[src/rtl/core/gpp_pkg.sv]
package gpp_pkg;

    // Default sizing of the port
    localparam int LATCH_CYCLES_DEF = 10205;
    localparam int STICKS_DEF       = 2;
    localparam int BUTTONS_DEF      = 3;
    localparam int QUEUE_DEPTH_DEF  = 2;

    // Fixed field widths
    localparam int OP_W      = 3;
    localparam int ADDR_W    = 8;
    localparam int BUS_W     = 8;
    localparam int CYCLES_W  = 16;
    localparam int IDX_W     = 2;
    localparam int POS_W     = 8;
    localparam int TRIM_W    = 9;
    localparam int ELAPSED_W = 12;
    localparam int LATCH_W   = 14;
    localparam int CFG_IDX_W = 1;
    localparam int CFG_DATA_W = 9;

    // Operation codes
    localparam logic [OP_W-1:0] OP_BUS_ACCESS = 3'd0;
    localparam logic [OP_W-1:0] OP_TICK       = 3'd1;
    localparam logic [OP_W-1:0] OP_SET_AXIS   = 3'd2;
    localparam logic [OP_W-1:0] OP_SET_BUTTON = 3'd3;
    localparam logic [OP_W-1:0] OP_RESET      = 3'd4;

    // I/O page low-byte addresses
    localparam logic [ADDR_W-1:0] ADDR_BUTTON_FIRST = 8'h61;
    localparam logic [ADDR_W-1:0] ADDR_BUTTON_LAST  = 8'h63;
    localparam logic [ADDR_W-1:0] ADDR_PADDLE_FIRST = 8'h64;
    localparam logic [ADDR_W-1:0] ADDR_PADDLE_LAST  = 8'h67;
    localparam logic [ADDR_W-1:0] ADDR_STROBE       = 8'h70;

    // Configuration register indexes
    localparam logic [CFG_IDX_W-1:0] CFG_TRIM_H = 1'd0;
    localparam logic [CFG_IDX_W-1:0] CFG_TRIM_V = 1'd1;

    // Misc constants
    localparam logic [POS_W-1:0]     CENTRE_POS  = 8'd127;
    localparam logic [ELAPSED_W-1:0] ELAPSED_MAX = 12'd4095;
    localparam logic [BUS_W-1:0]     LOW_BITS    = 8'h7F;
    localparam logic [BUS_W-1:0]     HIGH_BIT    = 8'h80;
    localparam logic [POS_W-1:0]     POS_MAX     = 8'd255;
    localparam logic [ELAPSED_W-1:0] PADDLE_MUL  = 12'd11;
    localparam logic [ELAPSED_W-1:0] PADDLE_ADD  = 12'd10;

    // Classified command kinds
    typedef enum logic [3:0] {
        CMD_BUTTON_READ,
        CMD_PADDLE_READ,
        CMD_STROBE,
        CMD_PASS,
        CMD_TICK,
        CMD_SET_AXIS,
        CMD_SET_BUTTON,
        CMD_CLEAR,
        CMD_ERROR
    } cmd_kind_t;

    // Command handed from front to back
    typedef struct packed {
        cmd_kind_t           kind;
        logic                err;
        logic [IDX_W-1:0]    idx;
        logic                is_y;
        logic [BUS_W-1:0]    bus;
        logic [POS_W-1:0]    pos;
        logic                pressed;
        logic [CYCLES_W-1:0] cycles;
    } gpp_cmd_t;

endpackage

[src/rtl/core/gpp_if.sv]
// Input item channel
interface gpp_in_if;
    logic        valid;
    logic        ready;
    logic [2:0]  op;
    logic [7:0]  address;
    logic [7:0]  floating_bus;
    logic [15:0] tick_cycles;
    logic [1:0]  stick_index;
    logic [1:0]  axis_select;
    logic [7:0]  position;
    logic [1:0]  button_sel;
    logic        pressed;

    modport source (output valid, op, address, floating_bus, tick_cycles, stick_index,
                    axis_select, position, button_sel, pressed, input ready);
    modport sink   (input valid, op, address, floating_bus, tick_cycles, stick_index,
                    axis_select, position, button_sel, pressed, output ready);
endinterface

// Result item channel
interface gpp_out_if;
    logic       valid;
    logic       ready;
    logic [7:0] read_data;
    logic       error;

    modport source (output valid, read_data, error, input ready);
    modport sink   (input valid, read_data, error, output ready);
endinterface

[src/rtl/core/game_port_paddle_button_io_unit.sv]
// Game port paddle/button unit.
// A transaction passes through a short command queue between decode and execute; the
// execute stage writes its result into the result register, from which it is offered.
// Throughput: one transaction per cycle while the queue has room; the execute stage
// retires one per cycle while the result register drains.
// Reset (rst_n low, asynchronous): trims zero, positions centred at 127, buttons and
// latches cleared, paddle timer expired, queue and result register empty.
module game_port_paddle_button_io_unit #(
    parameter int LATCH_CYCLES = gpp_pkg::LATCH_CYCLES_DEF,
    parameter int STICKS       = gpp_pkg::STICKS_DEF,
    parameter int BUTTONS      = gpp_pkg::BUTTONS_DEF,
    parameter int QUEUE_DEPTH  = gpp_pkg::QUEUE_DEPTH_DEF
) (
    input  logic                            clk,
    input  logic                            rst_n,
    gpp_in_if.sink                          req,
    gpp_out_if.source                       rsp,
    input  logic                            cfg_we,
    input  logic [gpp_pkg::CFG_IDX_W-1:0]   cfg_index,
    input  logic [gpp_pkg::CFG_DATA_W-1:0]  cfg_data
);
    import gpp_pkg::*;

    gpp_cmd_t front_cmd;
    gpp_cmd_t head_cmd;
    logic     push;
    logic     pop;
    logic     q_full;
    logic     q_not_empty;

    // Decode and classify
    gpp_front #(
        .STICKS  (STICKS),
        .BUTTONS (BUTTONS)
    ) u_front (
        .req    (req),
        .q_full (q_full),
        .push   (push),
        .cmd    (front_cmd)
    );

    // Command queue
    gpp_queue #(
        .DEPTH (QUEUE_DEPTH)
    ) u_queue (
        .clk       (clk),
        .rst_n     (rst_n),
        .push      (push),
        .push_cmd  (front_cmd),
        .full      (q_full),
        .not_empty (q_not_empty),
        .pop       (pop),
        .head_cmd  (head_cmd)
    );

    // Execute against device state
    gpp_back #(
        .LATCH_CYCLES (LATCH_CYCLES),
        .STICKS       (STICKS),
        .BUTTONS      (BUTTONS)
    ) u_back (
        .clk         (clk),
        .rst_n       (rst_n),
        .cfg_we      (cfg_we),
        .cfg_index   (cfg_index),
        .cfg_data    (cfg_data),
        .q_not_empty (q_not_empty),
        .cmd         (head_cmd),
        .pop         (pop),
        .rsp         (rsp)
    );

endmodule

[src/rtl/core/gpp_front.sv]
module gpp_front #(
    parameter int STICKS  = gpp_pkg::STICKS_DEF,
    parameter int BUTTONS = gpp_pkg::BUTTONS_DEF
) (
    gpp_in_if.sink              req,
    input  logic                q_full,
    output logic                push,
    output gpp_pkg::gpp_cmd_t   cmd
);
    import gpp_pkg::*;

    logic [ADDR_W-1:0] btn_offset;

    assign req.ready  = !q_full;
    assign push       = req.valid && !q_full;
    assign btn_offset = req.address - ADDR_BUTTON_FIRST;

    // Classify the incoming transaction
    always_comb
    begin
        cmd.kind    = CMD_ERROR;
        cmd.err     = 1'b0;
        cmd.idx     = '0;
        cmd.is_y    = 1'b0;
        cmd.bus     = req.floating_bus;
        cmd.pos     = req.position;
        cmd.pressed = req.pressed;
        cmd.cycles  = req.tick_cycles;
        unique case (req.op)
            OP_BUS_ACCESS:
            begin
                if (req.address >= ADDR_BUTTON_FIRST && req.address <= ADDR_BUTTON_LAST)
                begin
                    cmd.kind = CMD_BUTTON_READ;
                    cmd.idx  = btn_offset[IDX_W-1:0];
                    cmd.err  = (32'(btn_offset) >= BUTTONS);
                end
                else if (req.address >= ADDR_PADDLE_FIRST && req.address <= ADDR_PADDLE_LAST)
                begin
                    cmd.kind = CMD_PADDLE_READ;
                    cmd.idx  = {1'b0, req.address[1]};
                    cmd.is_y = req.address[0];
                    cmd.err  = (32'(req.address[1]) >= STICKS);
                end
                else if (req.address == ADDR_STROBE)
                begin
                    cmd.kind = CMD_STROBE;
                end
                else
                begin
                    cmd.kind = CMD_PASS;
                end
            end
            OP_TICK:
            begin
                cmd.kind = CMD_TICK;
            end
            OP_SET_AXIS:
            begin
                if (32'(req.stick_index) >= STICKS || req.axis_select > 2'd1)
                begin
                    cmd.kind = CMD_ERROR;
                end
                else
                begin
                    cmd.kind = CMD_SET_AXIS;
                    cmd.idx  = req.stick_index;
                    cmd.is_y = req.axis_select[0];
                end
            end
            OP_SET_BUTTON:
            begin
                if (32'(req.button_sel) >= BUTTONS)
                begin
                    cmd.kind = CMD_ERROR;
                end
                else
                begin
                    cmd.kind = CMD_SET_BUTTON;
                    cmd.idx  = req.button_sel;
                end
            end
            OP_RESET:
            begin
                cmd.kind = CMD_CLEAR;
            end
            default:
            begin
                cmd.kind = CMD_ERROR;
            end
        endcase
    end

endmodule

[src/rtl/core/gpp_queue.sv]
module gpp_queue #(
    parameter int DEPTH = gpp_pkg::QUEUE_DEPTH_DEF
) (
    input  logic                clk,
    input  logic                rst_n,
    input  logic                push,
    input  gpp_pkg::gpp_cmd_t   push_cmd,
    output logic                full,
    output logic                not_empty,
    input  logic                pop,
    output gpp_pkg::gpp_cmd_t   head_cmd
);
    import gpp_pkg::*;

    localparam int PTR_W = (DEPTH > 1) ? $clog2(DEPTH) : 1;
    localparam int CNT_W = $clog2(DEPTH + 1);

    gpp_cmd_t            entry_reg [DEPTH];
    logic [PTR_W-1:0]    wr_ptr_reg, wr_ptr_next;
    logic [PTR_W-1:0]    rd_ptr_reg, rd_ptr_next;
    logic [CNT_W-1:0]    count_reg, count_next;

    assign full      = (count_reg == CNT_W'(DEPTH));
    assign not_empty = (count_reg != '0);
    assign head_cmd  = entry_reg[rd_ptr_reg];

    // Pointer and count update
    always_comb
    begin
        wr_ptr_next = wr_ptr_reg;
        rd_ptr_next = rd_ptr_reg;
        count_next  = count_reg;
        if (push)
        begin
            wr_ptr_next = (wr_ptr_reg == PTR_W'(DEPTH - 1)) ? '0 : wr_ptr_reg + 1'b1;
        end
        if (pop)
        begin
            rd_ptr_next = (rd_ptr_reg == PTR_W'(DEPTH - 1)) ? '0 : rd_ptr_reg + 1'b1;
        end
        if (push && !pop)
        begin
            count_next = count_reg + 1'b1;
        end
        else if (pop && !push)
        begin
            count_next = count_reg - 1'b1;
        end
    end

    always_ff @(posedge clk or negedge rst_n)
    begin
        if (!rst_n)
        begin
            wr_ptr_reg <= '0;
            rd_ptr_reg <= '0;
            count_reg  <= '0;
        end
        else
        begin
            wr_ptr_reg <= wr_ptr_next;
            rd_ptr_reg <= rd_ptr_next;
            count_reg  <= count_next;
        end
    end

    // Entry storage
    always_ff @(posedge clk)
    begin
        if (push)
        begin
            entry_reg[wr_ptr_reg] <= push_cmd;
        end
    end

    a_no_overflow: assert property (@(posedge clk) disable iff (!rst_n)
        !(push && full && !pop))
        else $error("queue written while full");

    a_no_underflow: assert property (@(posedge clk) disable iff (!rst_n)
        pop |-> not_empty)
        else $error("queue read while empty");

    a_count_bound: assert property (@(posedge clk) disable iff (!rst_n)
        count_reg <= CNT_W'(DEPTH))
        else $error("queue count beyond depth");

endmodule

[src/rtl/core/gpp_back.sv]
module gpp_back #(
    parameter int LATCH_CYCLES = gpp_pkg::LATCH_CYCLES_DEF,
    parameter int STICKS       = gpp_pkg::STICKS_DEF,
    parameter int BUTTONS      = gpp_pkg::BUTTONS_DEF
) (
    input  logic                                clk,
    input  logic                                rst_n,
    input  logic                                cfg_we,
    input  logic [gpp_pkg::CFG_IDX_W-1:0]       cfg_index,
    input  logic [gpp_pkg::CFG_DATA_W-1:0]      cfg_data,
    input  logic                                q_not_empty,
    input  gpp_pkg::gpp_cmd_t                   cmd,
    output logic                                pop,
    gpp_out_if.source                           rsp
);
    import gpp_pkg::*;

    localparam int STK_W = (STICKS > 1) ? $clog2(STICKS) : 1;
    localparam int BTN_W = (BUTTONS > 1) ? $clog2(BUTTONS) : 1;

    logic signed [TRIM_W-1:0] trim_h_reg, trim_v_reg;
    logic [ELAPSED_W-1:0]     elapsed_reg, elapsed_next;
    logic [POS_W-1:0]         x_pos_reg [STICKS];
    logic [POS_W-1:0]         y_pos_reg [STICKS];
    logic [BUTTONS-1:0]       down_reg, down_next;
    logic [LATCH_W-1:0]       latch_reg [BUTTONS];
    logic [LATCH_W-1:0]       latch_next [BUTTONS];
    logic                     out_valid_reg;
    logic [BUS_W-1:0]         out_data_reg, out_data_next;
    logic                     out_err_reg, out_err_next;

    logic [STK_W-1:0]         stk;
    logic [BTN_W-1:0]         btn;
    logic [POS_W-1:0]         pos_sel;
    logic signed [TRIM_W-1:0] trim_sel;
    logic signed [TRIM_W:0]   pos_sum;
    logic [POS_W-1:0]         pos_clamp;
    logic [ELAPSED_W-1:0]     limit;
    logic [CYCLES_W:0]        elapsed_sum;

    assign pop       = q_not_empty && (!out_valid_reg || rsp.ready);
    assign rsp.valid = out_valid_reg;
    assign rsp.read_data = out_data_reg;
    assign rsp.error = out_err_reg;

    assign stk = cmd.idx[STK_W-1:0];
    assign btn = cmd.idx[BTN_W-1:0];

    // Paddle one-shot compare: clamp(pos + trim) * 11 + 10
    assign pos_sel  = cmd.is_y ? y_pos_reg[stk] : x_pos_reg[stk];
    assign trim_sel = cmd.is_y ? trim_v_reg : trim_h_reg;
    assign pos_sum  = $signed({2'b00, pos_sel}) + {trim_sel[TRIM_W-1], trim_sel};
    always_comb
    begin
        if (pos_sum < 0)
        begin
            pos_clamp = '0;
        end
        else if (pos_sum > $signed({2'b00, POS_MAX}))
        begin
            pos_clamp = POS_MAX;
        end
        else
        begin
            pos_clamp = pos_sum[POS_W-1:0];
        end
    end
    assign limit = {4'b0000, pos_clamp} * PADDLE_MUL + PADDLE_ADD;

    // Saturating elapsed count
    assign elapsed_sum = {5'b00000, elapsed_reg} + {1'b0, cmd.cycles};

    // Execute one command
    always_comb
    begin
        elapsed_next  = elapsed_reg;
        down_next     = down_reg;
        latch_next    = latch_reg;
        out_data_next = '0;
        out_err_next  = cmd.err;
        case (cmd.kind)
            CMD_BUTTON_READ:
            begin
                out_data_next = cmd.bus & LOW_BITS;
                if (!cmd.err && (down_reg[btn] || latch_reg[btn] != '0))
                begin
                    out_data_next = out_data_next | HIGH_BIT;
                end
            end
            CMD_PADDLE_READ:
            begin
                out_data_next = cmd.bus & LOW_BITS;
                if (!cmd.err && elapsed_reg < limit)
                begin
                    out_data_next = out_data_next | HIGH_BIT;
                end
            end
            CMD_STROBE:
            begin
                out_data_next = cmd.bus;
                elapsed_next  = '0;
            end
            CMD_PASS:
            begin
                out_data_next = cmd.bus;
            end
            CMD_TICK:
            begin
                elapsed_next = (elapsed_sum > {5'b00000, ELAPSED_MAX}) ?
                               ELAPSED_MAX : elapsed_sum[ELAPSED_W-1:0];
                for (int i = 0; i < BUTTONS; i++)
                begin
                    latch_next[i] = ({2'b00, latch_reg[i]} > cmd.cycles) ?
                                    latch_reg[i] - cmd.cycles[LATCH_W-1:0] : '0;
                end
            end
            CMD_SET_BUTTON:
            begin
                if (cmd.pressed && !down_reg[btn])
                begin
                    latch_next[btn] = LATCH_W'(LATCH_CYCLES);
                end
                down_next[btn] = cmd.pressed;
            end
            CMD_CLEAR:
            begin
                elapsed_next = ELAPSED_MAX;
                down_next    = '0;
                for (int i = 0; i < BUTTONS; i++)
                begin
                    latch_next[i] = '0;
                end
            end
            CMD_ERROR:
            begin
                out_err_next = 1'b1;
            end
            default:
            begin
                out_err_next = cmd.err;
            end
        endcase
    end

    // Configuration registers
    always_ff @(posedge clk or negedge rst_n)
    begin
        if (!rst_n)
        begin
            trim_h_reg <= '0;
            trim_v_reg <= '0;
        end
        else if (cfg_we)
        begin
            case (cfg_index)
                CFG_TRIM_H: trim_h_reg <= $signed(cfg_data);
                CFG_TRIM_V: trim_v_reg <= $signed(cfg_data);
                default:    trim_h_reg <= trim_h_reg;
            endcase
        end
    end

    // Device state
    always_ff @(posedge clk or negedge rst_n)
    begin
        if (!rst_n)
        begin
            elapsed_reg <= ELAPSED_MAX;
            down_reg    <= '0;
            for (int i = 0; i < BUTTONS; i++)
            begin
                latch_reg[i] <= '0;
            end
            for (int i = 0; i < STICKS; i++)
            begin
                x_pos_reg[i] <= CENTRE_POS;
                y_pos_reg[i] <= CENTRE_POS;
            end
        end
        else if (pop)
        begin
            elapsed_reg <= elapsed_next;
            down_reg    <= down_next;
            latch_reg   <= latch_next;
            if (cmd.kind == CMD_SET_AXIS)
            begin
                if (cmd.is_y)
                begin
                    y_pos_reg[stk] <= cmd.pos;
                end
                else
                begin
                    x_pos_reg[stk] <= cmd.pos;
                end
            end
            else if (cmd.kind == CMD_CLEAR)
            begin
                for (int i = 0; i < STICKS; i++)
                begin
                    x_pos_reg[i] <= CENTRE_POS;
                    y_pos_reg[i] <= CENTRE_POS;
                end
            end
        end
    end

    // Output register
    always_ff @(posedge clk or negedge rst_n)
    begin
        if (!rst_n)
        begin
            out_valid_reg <= 1'b0;
        end
        else if (pop)
        begin
            out_valid_reg <= 1'b1;
        end
        else if (rsp.ready)
        begin
            out_valid_reg <= 1'b0;
        end
    end

    always_ff @(posedge clk)
    begin
        if (pop)
        begin
            out_data_reg <= out_data_next;
            out_err_reg  <= out_err_next;
        end
    end

    a_strobe_restarts: assert property (@(posedge clk) disable iff (!rst_n)
        (pop && cmd.kind == CMD_STROBE) |=> (elapsed_reg == '0))
        else $error("strobe did not restart the timer");

    a_clear_state: assert property (@(posedge clk) disable iff (!rst_n)
        (pop && cmd.kind == CMD_CLEAR) |=> (elapsed_reg == ELAPSED_MAX && down_reg == '0))
        else $error("state clear incomplete");

    a_press_loads: assert property (@(posedge clk) disable iff (!rst_n)
        (pop && cmd.kind == CMD_SET_BUTTON && cmd.pressed && !down_reg[btn])
        |=> (latch_reg[$past(btn)] == LATCH_W'(LATCH_CYCLES)))
        else $error("press edge did not load latch");

    a_no_result_drop: assert property (@(posedge clk) disable iff (!rst_n)
        (out_valid_reg && !rsp.ready) |=> out_valid_reg)
        else $error("pending result lost");

endmodule
[src/flat_wrapper.sv]
// flat-port wrapper written by rule: the top's interface ports become plain ports
module game_port_paddle_button_io_unit_flat import gpp_pkg::*;
#(
    parameter int LATCH_CYCLES = gpp_pkg::LATCH_CYCLES_DEF,
    parameter int STICKS       = gpp_pkg::STICKS_DEF,
    parameter int BUTTONS      = gpp_pkg::BUTTONS_DEF,
    parameter int QUEUE_DEPTH  = gpp_pkg::QUEUE_DEPTH_DEF
)
  (clk, rst_n, cfg_we, cfg_index, cfg_data, req_valid, req_op, req_address, req_floating_bus, req_tick_cycles, req_stick_index, req_axis_select, req_position, req_button_sel, req_pressed, req_ready, rsp_valid, rsp_read_data, rsp_error, rsp_ready);
  gpp_in_if req_i ();
  gpp_out_if rsp_i ();
  input  logic clk;
  input  logic rst_n;
  input  logic cfg_we;
  input  logic [gpp_pkg::CFG_IDX_W-1:0] cfg_index;
  input  logic [gpp_pkg::CFG_DATA_W-1:0] cfg_data;
  input wire logic [$bits(req_i.valid)-1:0] req_valid;
  input wire logic [$bits(req_i.op)-1:0] req_op;
  input wire logic [$bits(req_i.address)-1:0] req_address;
  input wire logic [$bits(req_i.floating_bus)-1:0] req_floating_bus;
  input wire logic [$bits(req_i.tick_cycles)-1:0] req_tick_cycles;
  input wire logic [$bits(req_i.stick_index)-1:0] req_stick_index;
  input wire logic [$bits(req_i.axis_select)-1:0] req_axis_select;
  input wire logic [$bits(req_i.position)-1:0] req_position;
  input wire logic [$bits(req_i.button_sel)-1:0] req_button_sel;
  input wire logic [$bits(req_i.pressed)-1:0] req_pressed;
  output wire logic [$bits(req_i.ready)-1:0] req_ready;
  output wire logic [$bits(rsp_i.valid)-1:0] rsp_valid;
  output wire logic [$bits(rsp_i.read_data)-1:0] rsp_read_data;
  output wire logic [$bits(rsp_i.error)-1:0] rsp_error;
  input wire logic [$bits(rsp_i.ready)-1:0] rsp_ready;
  assign req_i.valid = req_valid;
  assign req_i.op = req_op;
  assign req_i.address = req_address;
  assign req_i.floating_bus = req_floating_bus;
  assign req_i.tick_cycles = req_tick_cycles;
  assign req_i.stick_index = req_stick_index;
  assign req_i.axis_select = req_axis_select;
  assign req_i.position = req_position;
  assign req_i.button_sel = req_button_sel;
  assign req_i.pressed = req_pressed;
  assign req_ready = req_i.ready;
  assign rsp_valid = rsp_i.valid;
  assign rsp_read_data = rsp_i.read_data;
  assign rsp_error = rsp_i.error;
  assign rsp_i.ready = rsp_ready;
  game_port_paddle_button_io_unit #(.LATCH_CYCLES(LATCH_CYCLES), .STICKS(STICKS), .BUTTONS(BUTTONS), .QUEUE_DEPTH(QUEUE_DEPTH)) u_core (.clk(clk), .rst_n(rst_n), .req(req_i), .rsp(rsp_i), .cfg_we(cfg_we), .cfg_index(cfg_index), .cfg_data(cfg_data));
endmodule
[config.mk]
export PLATFORM = sky130hd
export DESIGN_NAME = game_port_paddle_button_io_unit_flat
export DESIGN_NICKNAME = d
export VERILOG_FILES = /design/src/rtl/core/gpp_pkg.sv /design/src/rtl/core/gpp_if.sv /design/src/rtl/core/game_port_paddle_button_io_unit.sv /design/src/rtl/core/gpp_front.sv /design/src/rtl/core/gpp_queue.sv /design/src/rtl/core/gpp_back.sv /design/src/flat_wrapper.sv
export SDC_FILE = /design/constraint.sdc
export NUM_CORES = 1
export LEC_CHECK = 0
export ABC_AREA = 1
export BUFFER_PORTS_ARGS = -buffer_cell sky130_fd_sc_hd__clkbuf_2
export CAP_MARGIN = 25
export CORE_AREA = 2 2 152 154
export CTS_BUF_LIST = sky130_fd_sc_hd__clkbuf_16
export DETAILED_ROUTE_END_ITERATION = 8
export DIE_AREA = 0 0 154 156
export PLACE_DENSITY = 0.8
export RECOVER_POWER = 25
export SLEW_MARGIN = 40
export SYNTH_ARGS = -nofsm -noshare
export SYNTH_HDL_FRONTEND = slang
export SYNTH_HIERARCHICAL = 1
export SYNTH_SLANG_ARGS = --single-unit
[constraint.sdc]
create_clock -name clk -period 8 [get_ports clk]
set_input_delay 0.4 -clock clk [delete_from_list [all_inputs] [get_ports clk]]
set_output_delay 0.4 -clock clk [all_outputs]
set_load 0.1 [all_outputs]
After elaboration in Yosys (flattened, before gate mapping). Memory sizes are Yosys's and may differ from the RTL's. Index checks and enable logic that the tools add are counted. Widths: inputs -> output; s select.

Output and inout bits: 11. Register bits after elaboration: 121. Memories: 1. Word-level logic and storage cells: 174. Bits in writable memories: 82.

$lt $le $gt $ge: 21. Mux-type cells: 61. Eq/ne operators: 17. Reduce and logical (&&, ||, !) cells: 39. Bitwise gates (word level): 6. Multipliers: 1. Add/subtract/negate cells: 11.

Memory list: u_core.u_queue.entry_reg (depth 2, bits a word 41, read ports 1, clocked after Yosys merged registers in 0, wr ports 1, line gpp_queue.sv:18) `gpp_cmd_t entry_reg [DEPTH];`.

Operator list (number): $pmux 42 s3 (1); $mux 8 (12); $mux 14 (6); $mux 16 (5); $gt 14x16->1 (3); $mux 42 (1); $sub 14x14->14 (3); $pmux 12 s3 (1); $bwmux 16 (2); $or 30x30->30 (1); $bmux 14 s2 (1); $demux 14 s2 (1); $pmux 8 s3 (1); $pmux 4 s5 (1); $add 12x16->17 (1); $gt 17x12->1 const B (1); $eq 4x3->1 const B (4); $ge 8x7->1 const B (2); $le 8x7->1 const B (2); $reduce_bool 14->1 (1); $add 12x4->12 const B (1); $and 12x12->12 (1); $logic_and 1x1->1 (12); $lt 12x12->1 (1); 52 further kinds (91).

Logic depth before layout (Yosys ltp). An unclocked memory read counts as a cell.

Depth in word-level cells: 16. Mapped depth: 41. Gate-level depth less buffers: 36.

Hierarchy. Netlist, hierarchy kept.

By module, submodules not included: gpp_back (area an instance 9424.0 um^2, sequential area each 3022.9 um^2, cells each 1229, times used 1); gpp_queue (area an instance 3368.2 um^2, sequential area each 2562.5 um^2, cells each 153, times used 1); gpp_front (area an instance 676.9 um^2, sequential area each 0.0 um^2, cells each 113, times used 1).

Least setup slack after synthesis. Ideal clock, no wire load.

Path kind: flip-flop to flip-flop. Start: register u_core.u_queue.rd_ptr_reg. End: register u_core.u_back.out_data_reg[7] (netlist: u_core/u_back/rsp.read_data[7]) (data pin). Path buffers: 5. Data required time: 7869 ps. Slack: 1580 ps. Setup time: 131 ps. Period minus slack after synthesis: 6420 ps. Data arrival time: 6289 ps. Cell stages (with the launch flop): 40. Cell sequence: dfrtp_1 > buf_6 > buf_12 > mux2_4 > buf_6 > inv_2 > clkbuf_1 > clkbuf_1 > nor2_1 > o22ai_1 > ha_1 > fa_1 > nand3_1 > nand2_1 > nand2_1 > nand3_1 > nand2_1 > o21ai_0 > [... 4 more ...] > inv_1 > ha_1 > ha_1 > nand2_1 > o21ai_0 > a21oi_1 > o21bai_1 > a21o_1 > a21oi_1 > xor2_1 > ha_1 > nand2_1 > nor2_1 > a2111oi_0 > nand2_1 > nand2_1 > nand2_1 > nand2_1.

RTL lines: start: declaration (line gpp_queue.sv:20) `logic [PTR_W-1:0] rd_ptr_reg, rd_ptr_next;`; start signal: assignment (line gpp_queue.sv:62) `rd_ptr_reg <= rd_ptr_next;`; end signal: assignment (line gpp_back.sv:228) `out_data_reg <= out_data_next;`; end: declaration (line gpp_back.sv:29) `logic [BUS_W-1:0] out_data_reg, out_data_next;`.

==> results_dict.tcl <==
set metrics [dict create \
    cts_buffers 24 \
    syn2layout_area_growth_pct 7.93 \
    crit_arrival_ps 7050 \
    fin_setup_tns_ps 0 \
    clkLatencyLatePin_ps 550 \
    fill_cells 1818 \
    slowest_delay_ps 490 \
    gp_congestion 0.937 \
    final_cells 1839 \
    io_buffers 75 \
    hold_class "input pin to flop" \
    grt_max_degree 68 \
    largest_register_ffs 82 \
    grt_pass1_vias 10300 \
    skew_ps 27.2 \
    cts_tree "yes" \
    ant_nets 0 \
    drt_iter0_drc 757 \
    gr-total-overflow 0 \
    hold_viol 0 \
    final_cell_mix "nand2_1 (290), inv_1 (162), nor2_1 (123)" \
    nNetsFinal 1715 \
    worstSetupEndpointType "flop" \
    seq_area_frac_synth 0.415 \
    critPathLaunchType "flop" \
    clock_path_buffers 3 \
    avgSynthCellArea_sq_um 9.01 \
    wl_um 31300 \
    grt_first_pass_wirelength_um 50600 \
    cts_root_buffer "clkbuf_16" \
    regArea_sq_um 5590 \
    crit_top_cell "nand2_1" \
    ios 76 \
    syn_nets 1674 \
    worst_pin_slew_ps 2680 \
    final.period_utilization 0.833 \
    final_common_cell "nand2_1" \
    grt_antenna_before_repair 1 \
    cp_data_required_time_ps 8390 \
    clkTransAtPathRegs_ps 60 \
    synth-seq-cells 203 \
    synth_cell_types 58 \
    numClockSinks 203 \
    fmax_mhz 150 \
    vias 10500 \
    r2r_cells 34 \
    ys.flop_type "edfxtp_1" \
    cts_repair_resize_count 0 \
    chipWidth_um 154 \
    fin_crit_ps 6660 \
    dpl.hpwl_um 22800 \
    setup_viol 0 \
    layout-drive-gt1-share 0.156 \
    worstSetupPathType "flop to flop" \
    core_sq_um 22400 \
    initial_core_util 0.602 \
    diodes 0 \
    crit_fanout 20 \
    via_per_inst 5.70 \
    placed_cells 1794 \
    violations "capacitance limit, slew limit" \
    critical-path-slowest-cell "fa_1" \
    row_count 55 \
    fp.dieH_um 156 \
    multiInputGateArea_sq_um 6730 \
    htreeDepth 1 \
    wire_per_inst_um 17.0 \
    hold_depth 1 \
    maxSlewViolCount 47 \
    track_usage 0.261 \
    drc 0 \
    rsz0062_at_grt "no" \
    relSlewSlack -0.786 \
    synth_edf_count 91 \
    drt_first_pass_iters 5 \
    async_flop_share 0.552 \
    design.die.area_sq_um 24000 \
    syn_inst 1495 \
    drv_cap 1 \
    yosysWarnings 6 \
    status "finished with violations" \
    synth_area_sq_um 13500 \
]
-- Yosys cell counts, types with 7 or more instances --
library cell | instances | area, sq um
a21o_1 | 9 | 67.6
a21oi_1 | 87 | 435
a31oi_1 | 20 | 125
buf_4 | 39 | 293
buf_6 | 7 | 78.8
clkbuf_1 | 15 | 56.3
dfrtp_1 | 72 | 1800
dfstp_2 | 40 | 1050
edfxtp_1 | 91 | 2730
fa_1 | 11 | 220
ha_1 | 103 | 1290
inv_1 | 160 | 601
mux2_2 | 8 | 90.1
mux2_4 | 39 | 586
nand2_1 | 290 | 1090
nand2_2 | 10 | 62.6
nand3_1 | 74 | 370
nand4_1 | 14 | 87.6
nor2_1 | 124 | 465
nor2_2 | 9 | 56.3
nor2_4 | 7 | 78.8
nor3_1 | 13 | 65.1
nor4_1 | 10 | 62.6
o21a_1 | 14 | 105
o21ai_0 | 92 | 460
o21ai_1 | 8 | 40.0
o22ai_1 | 11 | 68.8
or2_2 | 7 | 43.8
xnor2_1 | 15 | 131
xor2_1 | 34 | 298
-- cells by family after synthesis --
logic type | share of synthesized area
and+or+nand+nor | 0.183
AOI/OAI and AO/OA | 0.123
buffers and inverters | 0.0857
adders and majority gates | 0.112
muxes | 0.0502
DFF | 0.415
xor gates and xnor gates | 0.0319
-- final timing paths --
kind / slack (ps) / to / startpoint
max reg2reg: 1340 / u_core/u_back/rsp.read_data[7]$_SDFFCE_PN0P_ / u_core/u_queue/rd_ptr_reg$_DFFE_PN0P_
min reg2reg: 490 / u_core/u_back/elapsed_reg[11]$_DFFE_PN1P_ / u_core/u_back/elapsed_reg[11]$_DFFE_PN1P_
min in group asynchronous: 1260 / u_core/u_back/latch_reg[17]$_DFFE_PN0P_ / rst_n
max: 1340 / u_core/u_back/rsp.read_data[7]$_SDFFCE_PN0P_ / u_core/u_queue/rd_ptr_reg$_DFFE_PN0P_
max in group asynchronous: 5050 / u_core/u_queue/rd_ptr_reg$_DFFE_PN0P_ / rst_n
min: 50 / u_core/u_queue/entry_reg[1][21]$_DFFE_PP_ / req_position[4]
-- critical path, delay by kind of cell (launching register included) --
family	cells	cell delay [ps]
flip-flops	1	440
AO/OA/AOI/OAI	9	1610
buffers and inverters	4	630
AND/OR/NAND/NOR	12	1060
XOR/XNOR	1	190
adder cells (fa/ha/maj)	7	2160
multiplexers	1	420
-- what timing repair did --
item / CTS / global route
endpoints found under the hold margin: 35 / 0
setup buffers: 0 / 0
hold buffers: 1 / 0
-- metal layers --
metal	global-route usage	up-vias	wire [um]
li1	-	5127	-
met1	0.333	4929	13300
met2	0.458	360	15100
met3	0.0361	69	1880
met4	0.0890	2	911
met5	0	-	13
-- area by class of cell --
cell class	count	area share
tap	285	0.0245
inverter	168	0.0440
multi-input combinational	1057	0.463
clock inverter	19	0.0137
clock buffer	25	0.0430
timing repair buffer	82	0.0275
sequential	203	0.384
-- metrics by stage --
stage                     utilization  setup slack (ps)  area [sq um]  hold WS [ps]
after floorplan                     -              1580         13500           104
after global placement          0.614              1580         13700           455
after detailed placement        0.614              1340         13700           464
after CTS                       0.652              1310         14600          23.9
after global routing            0.650               711         14500          33.3
final                           0.650              1340         14500          50.5
Power is not shown: default switching activity piles up to over one toggle a cycle in this logic, so the estimate is an artifact.
